--- config.mk ---
export PLATFORM = sky130hd
export DESIGN_NAME = sync_length_checksum_deframer
export DESIGN_NICKNAME = d
export VERILOG_FILES = /design/src/sv/slcd_pkg.sv /design/src/sv/slcd_out_fifo.sv /design/src/sv/sync_length_checksum_deframer.sv
export SDC_FILE = /design/constraint.sdc
export NUM_CORES = 1
export LEC_CHECK = 0
export BUFFER_PORTS_ARGS = -buffer_cell sky130_fd_sc_hd__buf_2
export CORE_ASPECT_RATIO = 0.8
export CORE_MARGIN = 2
export CORE_UTILIZATION = 55
export CTS_CLUSTER_DIAMETER = 200
export CTS_CLUSTER_SIZE = 8
export DETAILED_ROUTE_END_ITERATION = 10
export GPL_ROUTABILITY_DRIVEN = 1
export PLACE_DENSITY = 0.71
export SKIP_CTS_REPAIR_TIMING = 1
export SYNTH_ARGS = -nofsm -noshare
export SYNTH_HDL_FRONTEND = slang
export SYNTH_HIERARCHICAL = 1
export SYNTH_SLANG_ARGS = --single-unit
--- constraint.sdc ---
create_clock -name clk -period 5.1 [get_ports clk]
set_input_delay 0.255 -clock clk [delete_from_list [all_inputs] [get_ports clk]]
set_output_delay 0.255 -clock clk [all_outputs]
set_load 0.02 [all_outputs]
--- src/sv/slcd_pkg.sv ---
`timescale 1ns / 1ps
// Shared types and constants for the sync/length/checksum deframer.
// No dependencies; used by slcd_out_fifo and sync_length_checksum_deframer.
package slcd_pkg;

  typedef enum logic [2:0] {
    PH_HUNT    = 3'd0,
    PH_LEN_HI  = 3'd1,
    PH_LEN_LO  = 3'd2,
    PH_PAYLOAD = 3'd3,
    PH_CHECK   = 3'd4
  } phase_t;

  // Configuration register indexes
  localparam logic [1:0] REG_SYNC_FIRST   = 2'd0;
  localparam logic [1:0] REG_SYNC_SECOND  = 2'd1;
  localparam logic [1:0] REG_CHECK_ENABLE = 2'd2;

  localparam logic [7:0] SYNC_FIRST_RST  = 8'd170;
  localparam logic [7:0] SYNC_SECOND_RST = 8'd85;

  // Result kinds
  localparam logic KIND_PAYLOAD = 1'b0;
  localparam logic KIND_END     = 1'b1;

  localparam int FIFO_DEPTH = 4;
  localparam int FIFO_AW    = 2;
  localparam int FIFO_CW    = 3;

  typedef struct packed {
    logic        kind;
    logic [7:0]  payload_byte;
    logic        frame_ok;
    logic [15:0] frame_length;
  } result_t;

  // Up to two results pushed per accepted byte; second only with the first.
  typedef struct packed {
    logic    en0;
    logic    en1;
    result_t r0;
    result_t r1;
  } push_t;

endpackage

--- src/sv/slcd_out_fifo.sv ---
`timescale 1ns / 1ps
// Result queue: takes up to two results a cycle, gives one unless stalled.
// Depends on slcd_pkg.
module slcd_out_fifo (
  input  logic                clk,
  input  logic                rst_n,
  input  slcd_pkg::push_t     push,
  output logic                nearly_full,
  output logic                out_valid,
  input  logic                out_stall,
  output slcd_pkg::result_t   out_data
);

  slcd_pkg::result_t                  mem_r [slcd_pkg::FIFO_DEPTH];
  logic [slcd_pkg::FIFO_AW-1:0]       wr_ptr_r, wr_ptr_nxt;
  logic [slcd_pkg::FIFO_AW-1:0]       rd_ptr_r, rd_ptr_nxt;
  logic [slcd_pkg::FIFO_CW-1:0]       count_r, count_nxt;
  logic [slcd_pkg::FIFO_CW-1:0]       push_cnt;
  logic                               pop;

  assign out_valid   = (count_r != '0);
  assign out_data    = mem_r[rd_ptr_r];
  assign pop         = out_valid && !out_stall;
  // room for two more results is needed before taking a byte
  assign nearly_full = (count_r > slcd_pkg::FIFO_CW'(slcd_pkg::FIFO_DEPTH - 2));

  always_comb begin
    push_cnt   = slcd_pkg::FIFO_CW'(push.en0) + slcd_pkg::FIFO_CW'(push.en1);
    wr_ptr_nxt = wr_ptr_r + slcd_pkg::FIFO_AW'(push_cnt);
    rd_ptr_nxt = rd_ptr_r + slcd_pkg::FIFO_AW'(pop);
    count_nxt  = count_r + push_cnt - slcd_pkg::FIFO_CW'(pop);
  end

  always_ff @(posedge clk) begin
    if (!rst_n) begin
      wr_ptr_r <= '0;
      rd_ptr_r <= '0;
      count_r  <= '0;
    end else begin
      wr_ptr_r <= wr_ptr_nxt;
      rd_ptr_r <= rd_ptr_nxt;
      count_r  <= count_nxt;
    end
  end

  always_ff @(posedge clk) begin
    if (push.en0) begin
      mem_r[wr_ptr_r] <= push.r0;
    end
    if (push.en1) begin
      mem_r[wr_ptr_r + slcd_pkg::FIFO_AW'(1)] <= push.r1;
    end
  end

  a_count_bound: assert property (@(posedge clk) disable iff (!rst_n)
    count_r <= slcd_pkg::FIFO_CW'(slcd_pkg::FIFO_DEPTH))
    else $error("result queue count beyond depth");

  a_no_overflow: assert property (@(posedge clk) disable iff (!rst_n)
    (count_r + push_cnt) <= slcd_pkg::FIFO_CW'(slcd_pkg::FIFO_DEPTH) + slcd_pkg::FIFO_CW'(0))
    else $error("result queue overflow");

  a_second_needs_first: assert property (@(posedge clk) disable iff (!rst_n)
    push.en1 |-> push.en0)
    else $error("second result pushed without first");

endmodule

--- src/sv/sync_length_checksum_deframer.sv ---
`timescale 1ns / 1ps
// Sync/length/checksum deframer, top level. Depends on slcd_pkg and slcd_out_fifo.
// Results enter the result queue when their byte is taken and leave its head on out_*.
// Throughput: one byte per cycle; in_stall rises only when the four-entry result
// queue holds more than two results (the output side is stalling).
// Reset (rst_n low, synchronous): hunting, queue empty, registers 170 / 85 / 1.
module sync_length_checksum_deframer (
  input  logic        clk,
  input  logic        rst_n,
  // configuration writes
  input  logic        cfg_wr_en,
  input  logic [1:0]  cfg_index,
  input  logic [7:0]  cfg_data,
  // received byte beats
  input  logic        in_valid,
  output logic        in_stall,
  input  logic [7:0]  in_rx_byte,
  // result beats
  output logic        out_valid,
  input  logic        out_stall,
  output logic        out_result_kind,
  output logic [7:0]  out_payload_byte,
  output logic        out_frame_ok,
  output logic [15:0] out_frame_length
);

  // configuration registers
  logic [7:0]  sync_first_r;
  logic [7:0]  sync_second_r;
  logic        check_enable_r;

  // frame state
  slcd_pkg::phase_t phase_r, phase_nxt;
  logic        saw_first_r, saw_first_nxt;
  logic [15:0] length_r, length_nxt;
  logic [15:0] left_r, left_nxt;
  logic [7:0]  sum_r, sum_nxt;

  logic              in_fire;
  logic              nearly_full;
  logic [15:0]       len_lo_val;
  logic              sync_hit;
  slcd_pkg::push_t   push;
  slcd_pkg::result_t head;

  assign in_stall   = nearly_full;
  assign in_fire    = in_valid && !in_stall;
  assign len_lo_val = {length_r[15:8], in_rx_byte};
  assign sync_hit   = saw_first_r && (in_rx_byte == sync_second_r);

  // Configuration: writes are taken at once; an unknown index is dropped.
  always_ff @(posedge clk) begin
    if (!rst_n) begin
      sync_first_r   <= slcd_pkg::SYNC_FIRST_RST;
      sync_second_r  <= slcd_pkg::SYNC_SECOND_RST;
      check_enable_r <= 1'b1;
    end else if (cfg_wr_en) begin
      unique case (cfg_index)
        slcd_pkg::REG_SYNC_FIRST:   sync_first_r   <= cfg_data;
        slcd_pkg::REG_SYNC_SECOND:  sync_second_r  <= cfg_data;
        slcd_pkg::REG_CHECK_ENABLE: check_enable_r <= cfg_data[0];
        default: ;
      endcase
    end
  end

  // Next phase. Unused phase codes fall back to hunting.
  always_comb begin
    phase_nxt = phase_r;
    if (in_fire) begin
      unique case (phase_r)
        slcd_pkg::PH_LEN_HI: phase_nxt = slcd_pkg::PH_LEN_LO;
        slcd_pkg::PH_LEN_LO: begin
          if (len_lo_val != 16'd0) begin
            phase_nxt = slcd_pkg::PH_PAYLOAD;
          end else if (check_enable_r) begin
            phase_nxt = slcd_pkg::PH_CHECK;
          end else begin
            phase_nxt = slcd_pkg::PH_HUNT;
          end
        end
        slcd_pkg::PH_PAYLOAD: begin
          if (left_r == 16'd1) begin
            phase_nxt = check_enable_r ? slcd_pkg::PH_CHECK : slcd_pkg::PH_HUNT;
          end
        end
        slcd_pkg::PH_CHECK: phase_nxt = slcd_pkg::PH_HUNT;
        default: phase_nxt = sync_hit ? slcd_pkg::PH_LEN_HI : slcd_pkg::PH_HUNT;
      endcase
    end
  end

  // Datapath and results for the accepted byte.
  always_comb begin
    saw_first_nxt = saw_first_r;
    length_nxt    = length_r;
    left_nxt      = left_r;
    sum_nxt       = sum_r;
    push          = '0;
    if (in_fire) begin
      unique case (phase_r)
        slcd_pkg::PH_LEN_HI: begin
          length_nxt = {in_rx_byte, 8'h00};
          sum_nxt    = sum_r + in_rx_byte;
        end
        slcd_pkg::PH_LEN_LO: begin
          length_nxt = len_lo_val;
          left_nxt   = len_lo_val;
          sum_nxt    = sum_r + in_rx_byte;
          // zero length without checking closes the frame right here
          if (len_lo_val == 16'd0 && !check_enable_r) begin
            push.en0             = 1'b1;
            push.r0.kind         = slcd_pkg::KIND_END;
            push.r0.frame_ok     = 1'b1;
            push.r0.frame_length = len_lo_val;
            saw_first_nxt        = 1'b0;
          end
        end
        slcd_pkg::PH_PAYLOAD: begin
          push.en0             = 1'b1;
          push.r0.kind         = slcd_pkg::KIND_PAYLOAD;
          push.r0.payload_byte = in_rx_byte;
          push.r0.frame_length = length_r;
          sum_nxt              = sum_r + in_rx_byte;
          left_nxt             = left_r - 16'd1;
          // last payload byte without checking: end result follows in the same beat
          if (left_r == 16'd1 && !check_enable_r) begin
            push.en1             = 1'b1;
            push.r1.kind         = slcd_pkg::KIND_END;
            push.r1.frame_ok     = 1'b1;
            push.r1.frame_length = length_r;
            saw_first_nxt        = 1'b0;
          end
        end
        slcd_pkg::PH_CHECK: begin
          push.en0             = 1'b1;
          push.r0.kind         = slcd_pkg::KIND_END;
          push.r0.frame_ok     = (in_rx_byte == sum_r);
          push.r0.frame_length = length_r;
          saw_first_nxt        = 1'b0;
        end
        default: begin
          if (sync_hit) begin
            sum_nxt       = sync_first_r + sync_second_r;
            length_nxt    = 16'd0;
            left_nxt      = 16'd0;
            saw_first_nxt = 1'b0;
          end else begin
            saw_first_nxt = (in_rx_byte == sync_first_r);
          end
        end
      endcase
    end
  end

  always_ff @(posedge clk) begin
    if (!rst_n) begin
      phase_r     <= slcd_pkg::PH_HUNT;
      saw_first_r <= 1'b0;
      length_r    <= '0;
      left_r      <= '0;
      sum_r       <= '0;
    end else begin
      phase_r     <= phase_nxt;
      saw_first_r <= saw_first_nxt;
      length_r    <= length_nxt;
      left_r      <= left_nxt;
      sum_r       <= sum_nxt;
    end
  end

  // Result queue decouples the output stall from byte intake.
  slcd_out_fifo u_out_fifo (
    .clk         (clk),
    .rst_n       (rst_n),
    .push        (push),
    .nearly_full (nearly_full),
    .out_valid   (out_valid),
    .out_stall   (out_stall),
    .out_data    (head)
  );

  assign out_result_kind  = head.kind;
  assign out_payload_byte = head.payload_byte;
  assign out_frame_ok     = head.frame_ok;
  assign out_frame_length = head.frame_length;

  a_check_returns_hunt: assert property (@(posedge clk) disable iff (!rst_n)
    (in_fire && phase_r == slcd_pkg::PH_CHECK) |=> (phase_r == slcd_pkg::PH_HUNT))
    else $error("checksum beat did not return to hunting");

  a_last_payload_leaves: assert property (@(posedge clk) disable iff (!rst_n)
    (in_fire && phase_r == slcd_pkg::PH_PAYLOAD && left_r == 16'd1)
      |=> (phase_r != slcd_pkg::PH_PAYLOAD))
    else $error("payload phase outlived its length");

  a_end_fields: assert property (@(posedge clk) disable iff (!rst_n)
    (out_valid && out_result_kind == slcd_pkg::KIND_END) |-> (out_payload_byte == 8'd0))
    else $error("end result carries a payload byte");

endmodule

==> flow_summary.json, run 1 <==
{
  "status": "finished clean",
  "cp.arrival_ns": 3.88,
  "std_cell_rows": 43,
  "avgRoutedWirePerCell_um": 21.4,
  "syn_inst": 760,
  "min_path_type": "input port to register",
  "drt-initial-drc-count": 545,
  "fp.dieW_um": 151,
  "min_to": "sync_second_r[6]$_SDFFE_PN1P_",
  "timing.setup.tns_ns": 0,
  "wl_met3_um": 1440,
  "grt_max_degree": 50,
  "r2r-end": "u_out_fifo/mem_r[3][17]$_DFFE_PP_",
  "drc_errors": 0,
  "grt_pass1_wl_um": 36500,
  "syn2layout_area_growth_pct": 10.9,
  "dr.pass1.iters": 5,
  "layout_commonest_cell": "edfxtp_1",
  "dieArea_sq_um": 18400,
  "cp_slowest_cell": "nand3b_2",
  "avgSynthCellArea_sq_um": 12.6,
  "synth_largest_area_cell": "edfxtp_1",
  "power_density_nw_per_um2": 365,
  "path_class": "register to register",
  "numCtsBuffers": 17,
  "cts_root_buf": "clkbuf_16",
  "wl_um": 22800,
  "synth_edf_count": 104,
  "vias_per_cell": 6.10,
  "antenna_found_initial": 0,
  "ys_seq_elements": 172,
  "drv_slew": 0,
  "synth_top_cell_area_share_pct": 32.7,
  "ys_top_cells_by_area": "edfxtp_1 (33%), dfxtp_1 (14%), mux2_2 (12%)",
  "rr_startpoint": "phase_r[1]$_SDFFE_PN0P_",
  "die_h_um": 122,
  "layout-drive-gt1-share_pct": 29.1,
  "multi_input_area_sq_um": 4830,
  "max_slew.worst_pin.slew_ns": 1.03,
  "cap_violations": 0,
  "worstHoldPathCells": 3,
  "crit_chain": "nor2b_1 > nand2_1 > nor4_4 > buf_4 > nand3b_2 > mux2_2",
  "finalCritPeriodShare_pct": 72.5,
  "hold_violations": 0,
  "required_ns": 5.28,
  "cts_tree": "yes",
  "fillers": 1343,
  "synth_cell_type_count": 78,
  "clk-insertion-delay-late_ns": 0.44,
  "dp_hpwl_um": 15200,
  "skew_ns": 0.0123,
  "timing.fmax_ghz": 0.270,
  "rsz0062_at_grt": "false",
  "antenna_left": 0,
  "worstSetupEndpointType": "register",
  "vias": 6490,
  "top_layer_used": "met4",
  "numPortBuffers": 50,
  "register_area_sq_um": 4490,
  "grt_pass1_vias": 6595,
  "seq_area_frac_synth_pct": 47.0,
  "core-area_sq_um": 17200,
  "cts.sinks": 172,
  "final_cell_mix": "edfxtp_1 (104), mux2_2 (103), dfxtp_1 (67), buf_2 (50), and2_1 (40)",
  "syn_area_sq_um": 9550,
  "cpPeakStageDelay_ns": 0.64,
  "ys.flop_type": "edfxtp_1",
  "htreeDepth": 4,
  "wl_met1_um": 10500,
  "synth_async_sr_flop_share_pct": 0,
  "worst-r2r-setup-slack_ns": 1.40,
  "critPathLaunchType": "register",
  "antenna_cells": 0,
  "wl_met2_um": 10400,
  "hold_start": "cfg_data[6]",
  "grt_usage_pct": 26.3,
  "ff2ff_path_depth": 6,
  "finalSetupViolations": 0,
  "synth_warnings": 6,
  "fin_crit_ns": 3.70,
  "cp_max_fo": 26,
  "clk_pin_slew_ns": 0.07,
  "vdd_drop_max_uv": 301,
  "overflow": 0,
  "hold_ws_ns": 0.0509,
  "maxSlewHeadroom_pct": 31.0,
  "initial_utilization_pct": 55.6,
  "place_congestion": 0.879,
  "finalNetCount": 875,
  "clockBufferDepth": 2,
  "p_leak_nw": 4.12,
  "ios": 51
}
[metrics by stage]
step / utilization (%) / total power, mW / setup slack [ns] / instances / cell area [sq um]
after floorplan: - / 2.37 / 1.15 / 791 / 9660
after global placement: 58.4 / 2.57 / 1.57 / 1033 / 10000
after detailed placement: 58.4 / 2.61 / 1.46 / 1033 / 10000
after CTS: 61.7 / 3.88 / 1.44 / 1064 / 10600
after global routing: 61.7 / 4.04 / 1.07 / 1064 / 10600
final: 61.7 / 3.86 / 1.40 / 1064 / 10600
[report_power, final]
part | internal, mW | switching [mW] | leakage [nW] | total, mW
registers | 1.52 | 0.0536 | 1.49 | 1.58
logic | 0.421 | 0.588 | 2.36 | 1.01
clock network | 0.720 | 0.558 | 0.273 | 1.28
[sequential cells by signal (all words and copies together) (netlist names)]
signal               count
sum_r                    8
u_out_fifo/rd_ptr_r      2
left_r                  16
sync_first_r             8
u_out_fifo/count_r       3
check_enable_r           1
sync_second_r            8
u_out_fifo/mem_r       104
phase_r                  3
u_out_fifo/wr_ptr_r      2
length_r                16
saw_first_r              1
[cell usage after synthesis (all sizes together) (3+ instances only)]
cell type,n
a211o,4
a211oi,8
a21o,6
a21oi,20
a221o,3
a31oi,5
a32o,16
and2,41
and3,9
buf,36
clkbuf,12
dfxtp,68
edfxtp,104
fa,3
ha,22
inv,16
mux2,104
mux2i,29
mux4,26
nand2,28
nand2b,8
nand3,8
nand3b,6
nand4,6
nor2,35
nor2b,14
nor3,7
nor4,12
o211ai,5
o21a,5
o21ai,21
o22ai,3
o2bb2ai,4
o311ai,3
or3,8
xnor2,15
xor2,13
[worst max-delay path by stage]
stage                       startpoint                           endpoint  slack (ns)  cells past startpoint
6_report       phase_r[1]$_SDFFE_PN0P_  u_out_fifo/mem_r[3][17]$_DFFE_PP_        1.40                      6
5_1_grt        phase_r[1]$_SDFFE_PN0P_  u_out_fifo/mem_r[2][15]$_DFFE_PP_        1.07                      8
4_1_cts        phase_r[1]$_SDFFE_PN0P_   u_out_fifo/mem_r[3][3]$_DFFE_PP_        1.44                      6
3_5_place_dp    left_r[5]$_SDFFE_PN0P_  u_out_fifo/mem_r[3][17]$_DFFE_PP_        1.46                      7
3_3_place_gp    left_r[5]$_SDFFE_PN0P_  u_out_fifo/mem_r[3][21]$_DFFE_PP_        1.57                      7
2_1_floorplan            in_rx_byte[1]   u_out_fifo/mem_r[0][0]$_DFFE_PP_        1.15                      7
[routing by layer]
layer / global-route usage [%] / vias up
met5: 0 / -
met4: 6.37 / 0
met3: 5.84 / 35
met2: 40.8 / 209
met1: 37.9 / 3259
li1: - / 2987
[logic make-up (layout without fill, tap and decap cells)]
family,Yosys count,in the layout,share of synthesized area (%)
compound gates,118,118,9.69
xor+xnor,30,30,3.04
fa+ha+maj,25,25,3.51
buf+inv,65,113,3.83
flops,172,172,47.0
mux,159,159,21.4
other cells,1,32,0.0393
simple gates,190,190,11.5
[cell type report]
| type | count | area share (%) |
|---|---|---|
| Sequential cell | 172 | 42.4 |
| Clock buffer | 17 | 4.02 |
| Tap cell | 225 | 2.66 |
| Inverter | 17 | 0.602 |
| Multi-Input combinational cell | 554 | 45.6 |
| Clock inverter | 14 | 1.38 |
| Timing Repair Buffer | 65 | 3.43 |
[critical path, delay by kind of cell, from the launching register on]
kind                   cells  cell delay (ns)
and+or+nand+nor            4             2.04
DFF                        1             0.51
muxes                      1             0.54
buffers and inverters      1             0.32
Power figures use the tool's default switching activity.
==> run 2, diff against run 1 <==
clock period = 3.49 ns   (was 5.1 ns; I/O delays follow)
==> run 2 against run 1 <==
Compared with the run above: the flow now finishes with violations (hold timing); final cell count is 2.8% higher; critical path depth up 7; global-route usage rose by 1.5 points; die area unchanged; combinational power rose by 42%; worst setup slack worse by 1.2 ns; maximum frequency increased by 14%; register-to-register slack worse by 1.2 ns; core utilization grew 1.6 points; sequential power grew 53%; first-iteration DRC count grew 3.3%; sequential share of layout area decreased by 1.1 points; largest power group unchanged.
==> flow_summary.json, run 2 (synthesis results as in run 1) <==
{
  "clockBufferDepth": 2,
  "setup_ws_ns": 0.251,
  "worst-r2r-setup-slack_ns": 0.25,
  "layout-drive-gt1-share_pct": 31.0,
  "top_usage_layer": "met2",
  "fin_crit_ns": 3.24,
  "vias_per_cell": 6.17,
  "dr.pass1.iters": 6,
  "dp_slack_ns": 0.233,
  "std_cell_rows": 43,
  "cts_tree": "yes",
  "grt_use_met1_pct": 38.0,
  "path_class": "register to register",
  "placedCellCount": 1057,
  "dp_hpwl_um": 15900,
  "cts_root_buf": "clkbuf_16",
  "numCtsBuffers": 17,
  "fp.dieW_um": 151,
  "max_slew.worst_pin.slew_ns": 1.07,
  "p_clk_share_pct": 33.7,
  "layout_commonest_cell": "edfxtp_1",
  "seqPwrFrac_pct": 41.6,
  "place_congestion": 0.877,
  "initial_utilization_pct": 55.6,
  "critPathLaunchType": "register",
  "cap_violations": 0,
  "violations": "hold timing",
  "reg_top3": "u_out_fifo/mem_r (104), left_r (16), length_r (16)",
  "p_comb_share_pct": 24.7,
  "overflow": 0,
  "timing.fmax_ghz": 0.309,
  "finalSetupViolations": 0,
  "maxSlewHeadroom_pct": 28.6,
  "cp_max_fo": 5,
  "antenna_left": 0,
  "clk-insertion-delay-late_ns": 0.43,
  "vdd_drop_max_uv": 364,
  "required_ns": 3.82,
  "finalCritPeriodShare_pct": 92.8,
  "final_cell_mix": "edfxtp_1 (104), mux2_2 (103), dfxtp_1 (66), buf_2 (50), and2_1 (40)",
  "core-area_sq_um": 17200,
  "ios": 51,
  "clk_pin_slew_ns": 0.06,
  "wl_um": 24300,
  "hold_violations": 2,
  "htreeDepth": 4,
  "cp.arrival_ns": 3.57,
  "antenna_cells": 0,
  "rsz0062_at_grt": "false",
  "skew_ns": 0.00908,
  "drt-initial-drc-count": 563,
  "use_met3_pct": 4.91,
  "largest_register_ffs": 104,
  "top_register": "u_out_fifo/mem_r",
  "p_switching_mw": 1.79,
  "antenna_found_initial": 0,
  "avgRoutedWirePerCell_um": 22.2,
  "worstSetupEndpointType": "register",
  "switching_share_pct": 31.0,
  "drc_errors": 0,
  "grt_pass1_wl_um": 38300,
  "min_path_type": "input port to register",
  "die_h_um": 122,
  "vias": 6754,
  "status": "finished with violations",
  "grt_usage_pct": 27.8,
  "stdcell_count": 1094,
  "p_leak_nw": 4.28,
  "grt_pass1_vias": 6793,
  "power_density_nw_per_um2": 533,
  "internal_power_mw": 4.00,
  "grt_max_degree": 32,
  "cts.sinks": 172,
  "dieArea_sq_um": 18400,
  "syn2layout_area_growth_pct": 13.9,
  "drv_slew": 0,
  "timing.setup.tns_ns": 0,
  "hold_ws_ns": -0.0150,
  "use_met2_pct": 44.1,
  "numPortBuffers": 50,
  "finalNetCount": 904
}
[run 2: changes by cell type in the layout (fill, tap and decap cells not counted), sizes merged]
cell	before	now
clkinv	7	6
buf	65	89
bufinv	2	3
clkbuf	17	18
dlygate4sd3	0	5
[run 2: layout make-up]
class                      instances  area [sq um]
timing repair buffer              94           618
fill                            1353          6290
tap                              225           282
inverter                          17          63.8
sequential                       172          4490
clock inverter                    14           169
multi-input combinational        554          4830
clock buffer                      18           429
[run 2: metrics by stage]
| stage | hold slack (ns) | total power [mW] | utilization (%) | instance area (sq um) |
|---|---|---|---|---|
| 2_1_floorplan | 0.296 | 3.46 | - | 9660 |
| 3_3_place_gp | 0.397 | 3.82 | 59.6 | 10200 |
| 3_5_place_dp | 0.408 | 3.86 | 59.6 | 10200 |
| 4_1_cts | -0.0455 | 5.81 | 63.1 | 10800 |
| 5_1_grt | -0.00321 | 6.05 | 63.4 | 10900 |
| 6_report | -0.0150 | 5.80 | 63.4 | 10900 |
[run 2: power groups by stage]
stage / clock, mW / sequential (mW) / combinational (mW)
final: 1.95 / 2.41 / 1.43
after global routing: 2.06 / 2.43 / 1.56
after CTS: 1.98 / 2.41 / 1.42
after detailed placement: 0 / 2.46 / 1.41
after global placement: 0 / 2.45 / 1.37
after floorplan: 0 / 2.31 / 1.14
[run 2: worst paths after layout]
| path | startpoint | endpoint | cells after the start |
|---|---|---|---|
| worst max-delay path | length_r[11]$_SDFFE_PN0P_ | u_out_fifo/count_r[2]$_SDFF_PN0_ | 13 |
| worst min-delay path | cfg_data[3] | sync_first_r[3]$_SDFFE_PN1P_ | 3 |
| worst min register to register | sum_r[4]$_SDFFE_PN0P_ | sum_r[4]$_SDFFE_PN0P_ | 2 |
| worst max register to register | length_r[11]$_SDFFE_PN0P_ | u_out_fifo/count_r[2]$_SDFF_PN0_ | 13 |
[run 2: worst max-delay path, stage by stage, from the launching register on]
cell and delay, ns:
dfxtp_1 0.34, nor4_1 0.40, nand4_1 0.16, or4_1 0.52, a31oi_4 0.23, ha_1 0.27
inv_1 0.06, ha_1 0.22, inv_1 0.06, ha_1 0.13, inv_1 0.05, fa_1 0.37
xnor3_1 0.18, and2_1 0.16
[run 2: routing by layer]
layer | share of wire [%] | up-vias
li1 | - | 3046
met1 | 43 | 3385
met2 | 47 | 262
met3 | 7.1 | 61
met4 | 3.2 | 0
met5 | 0 | -
==> run 3, diff against run 2 <==
==> constraint.sdc (replaced) <==
create_clock -name clk -period 3.49 [get_ports clk]
set_input_delay 0.349 -clock clk [delete_from_list [all_inputs] [get_ports clk]]
set_output_delay 0.349 -clock clk [all_outputs]
set_load 0.02 [all_outputs]
==> run 3 against run 2 <==
Compared with the run above: the run now ends clean; sequential share of layout area increased by 0.30 points; critical path depth increased by 1; clock power decreased by 9%; die area unchanged; critical path type unchanged; highest routed layer is now met5.
==> flow_summary.json, run 3 (synthesis results as in run 1) <==
{
  "grt_usage_pct": 27.1,
  "cpPeakStageDelay_ns": 0.53,
  "required_ns": 3.82,
  "place_congestion": 0.914,
  "cp.arrival_ns": 3.65,
  "maxSlewHeadroom_pct": 26.8,
  "cts.sinks": 172,
  "syn2layout_area_growth_pct": 13.0,
  "dp_slack_ns": 0.0232,
  "core-area_sq_um": 17200,
  "grt_use_met1_pct": 37.1,
  "use_met2_pct": 43.7,
  "antenna_left": 0,
  "reg_top3": "u_out_fifo/mem_r (104), left_r (16), length_r (16)",
  "setup_ws_ns": 0.165,
  "hold_violations": 0,
  "antenna_found_initial": 1,
  "max_slew.worst_pin.slew_ns": 1.10,
  "crit_chain": "nor4_1 > buf_4 > nand4_1 > or4_1 > a31oi_4 > ha_1 > inv_1 > ha_1 > inv_1 > ha_1 > inv_1 > fa_1 > xnor3_1 > and2_1",
  "finalNetCount": 903,
  "top_register": "u_out_fifo/mem_r",
  "cts_tree": "yes",
  "fillers": 1296,
  "drt-initial-drc-count": 525,
  "min_path_type": "input port to register",
  "vias_per_cell": 6.07,
  "avgRoutedWirePerCell_um": 21.5,
  "power.total_mw": 5.62,
  "cts_root_buf": "clkbuf_16",
  "antenna_cells": 0,
  "timing.setup.tns_ns": 0,
  "layout-drive-gt1-share_pct": 31.4,
  "p_leak_nw": 4.24,
  "rsz0062_at_grt": "false",
  "path_class": "register to register",
  "layout_commonest_cell": "edfxtp_1",
  "initial_utilization_pct": 55.6,
  "numCtsBuffers": 17,
  "use_met3_pct": 5.92,
  "cp_slowest_cell": "or4_1",
  "stdcell_count": 1092,
  "largest_register_ffs": 104,
  "worstSetupEndpointType": "register",
  "die_h_um": 122,
  "vias": 6625,
  "std_cell_rows": 43,
  "wl_um": 23500,
  "numPortBuffers": 50,
  "clk_pin_slew_ns": 0.07,
  "ios": 51,
  "power_density_nw_per_um2": 521,
  "fin_crit_ns": 3.33,
  "finalCritPeriodShare_pct": 95.3,
  "top_usage_layer": "met2",
  "cap_violations": 0,
  "drc_errors": 0,
  "final_cell_mix": "edfxtp_1 (104), mux2_2 (103), dfxtp_1 (67), buf_2 (50), buf_4 (42)",
  "fp.dieW_um": 151,
  "timing.fmax_ghz": 0.301,
  "placedCellCount": 1061,
  "dr.pass1.iters": 5,
  "clk-insertion-delay-late_ns": 0.43,
  "overflow": 0,
  "clockBufferDepth": 2,
  "vdd_drop_max_uv": 339,
  "skew_ns": 0.00690,
  "critPathLaunchType": "register",
  "grt_max_degree": 30,
  "grt_pass1_vias": 6740,
  "grt_pass1_wl_um": 37400,
  "cp_max_fo": 5,
  "dp_hpwl_um": 15700,
  "dieArea_sq_um": 18400,
  "status": "finished clean",
  "drv_slew": 0,
  "htreeDepth": 4,
  "postLayoutCoreUtil_pct": 62.9,
  "finalSetupViolations": 0
}
## run 3: worst paths after layout
kind	cells past startpoint	to	start	slack [ns]
worst max-delay path	14	u_out_fifo/count_r[2]$_SDFF_PN0_	length_r[11]$_SDFFE_PN0P_	0.16
worst min register to register	2	sum_r[0]$_SDFFE_PN0P_	sum_r[0]$_SDFFE_PN0P_	0.51
worst max register to register	14	u_out_fifo/count_r[2]$_SDFF_PN0_	length_r[11]$_SDFFE_PN0P_	0.16
worst min-delay path	3	sync_second_r[4]$_SDFFE_PN1P_	cfg_data[4]	0.15
## run 3: final cells by class
| class | instances | area [sq um] | share of cell area [%] |
|---|---|---|---|
| clock buffer | 18 | 429 | 3.98 |
| multi-input combinational | 554 | 4830 | 44.7 |
| timing repair buffer | 93 | 586 | 5.43 |
| clock inverter | 13 | 120 | 1.11 |
| tap | 225 | 282 | 2.61 |
| sequential | 172 | 4490 | 41.6 |
| inverter | 17 | 63.8 | 0.591 |
## run 3: metal layers
metal	up-vias	part of all wire (%)
li1	3051	-
met1	3298	44
met3	33	7.1
met4	2	1.6
met2	241	47
met5	-	0.043
## run 3: worst max-delay path, delay by kind of cell, from the launching register on
family	cells	cell delay (ns)
xor gates and xnor gates	1	0.18
DFF	1	0.34
AOI/OAI and AO/OA	1	0.23
buffers and inverters	4	0.35
and+or+nand+nor	4	1.15
adders and majority gates	4	0.98
## run 3: through the flow
step,hold slack [ns],cell area [sq um]
global route,0.150,10800
floorplan,0.458,9660
finish,0.148,10800
global placement,0.470,10200
detailed placement,0.495,10200
CTS,0.138,10800
## run 3: power breakdown
group	leakage (nW)	internal (mW)	switching (mW)
Combinational	2.50	0.657	0.798
Sequential	1.49	2.23	0.161
Clock	0.246	0.980	0.802
Total	4.24	3.86	1.76
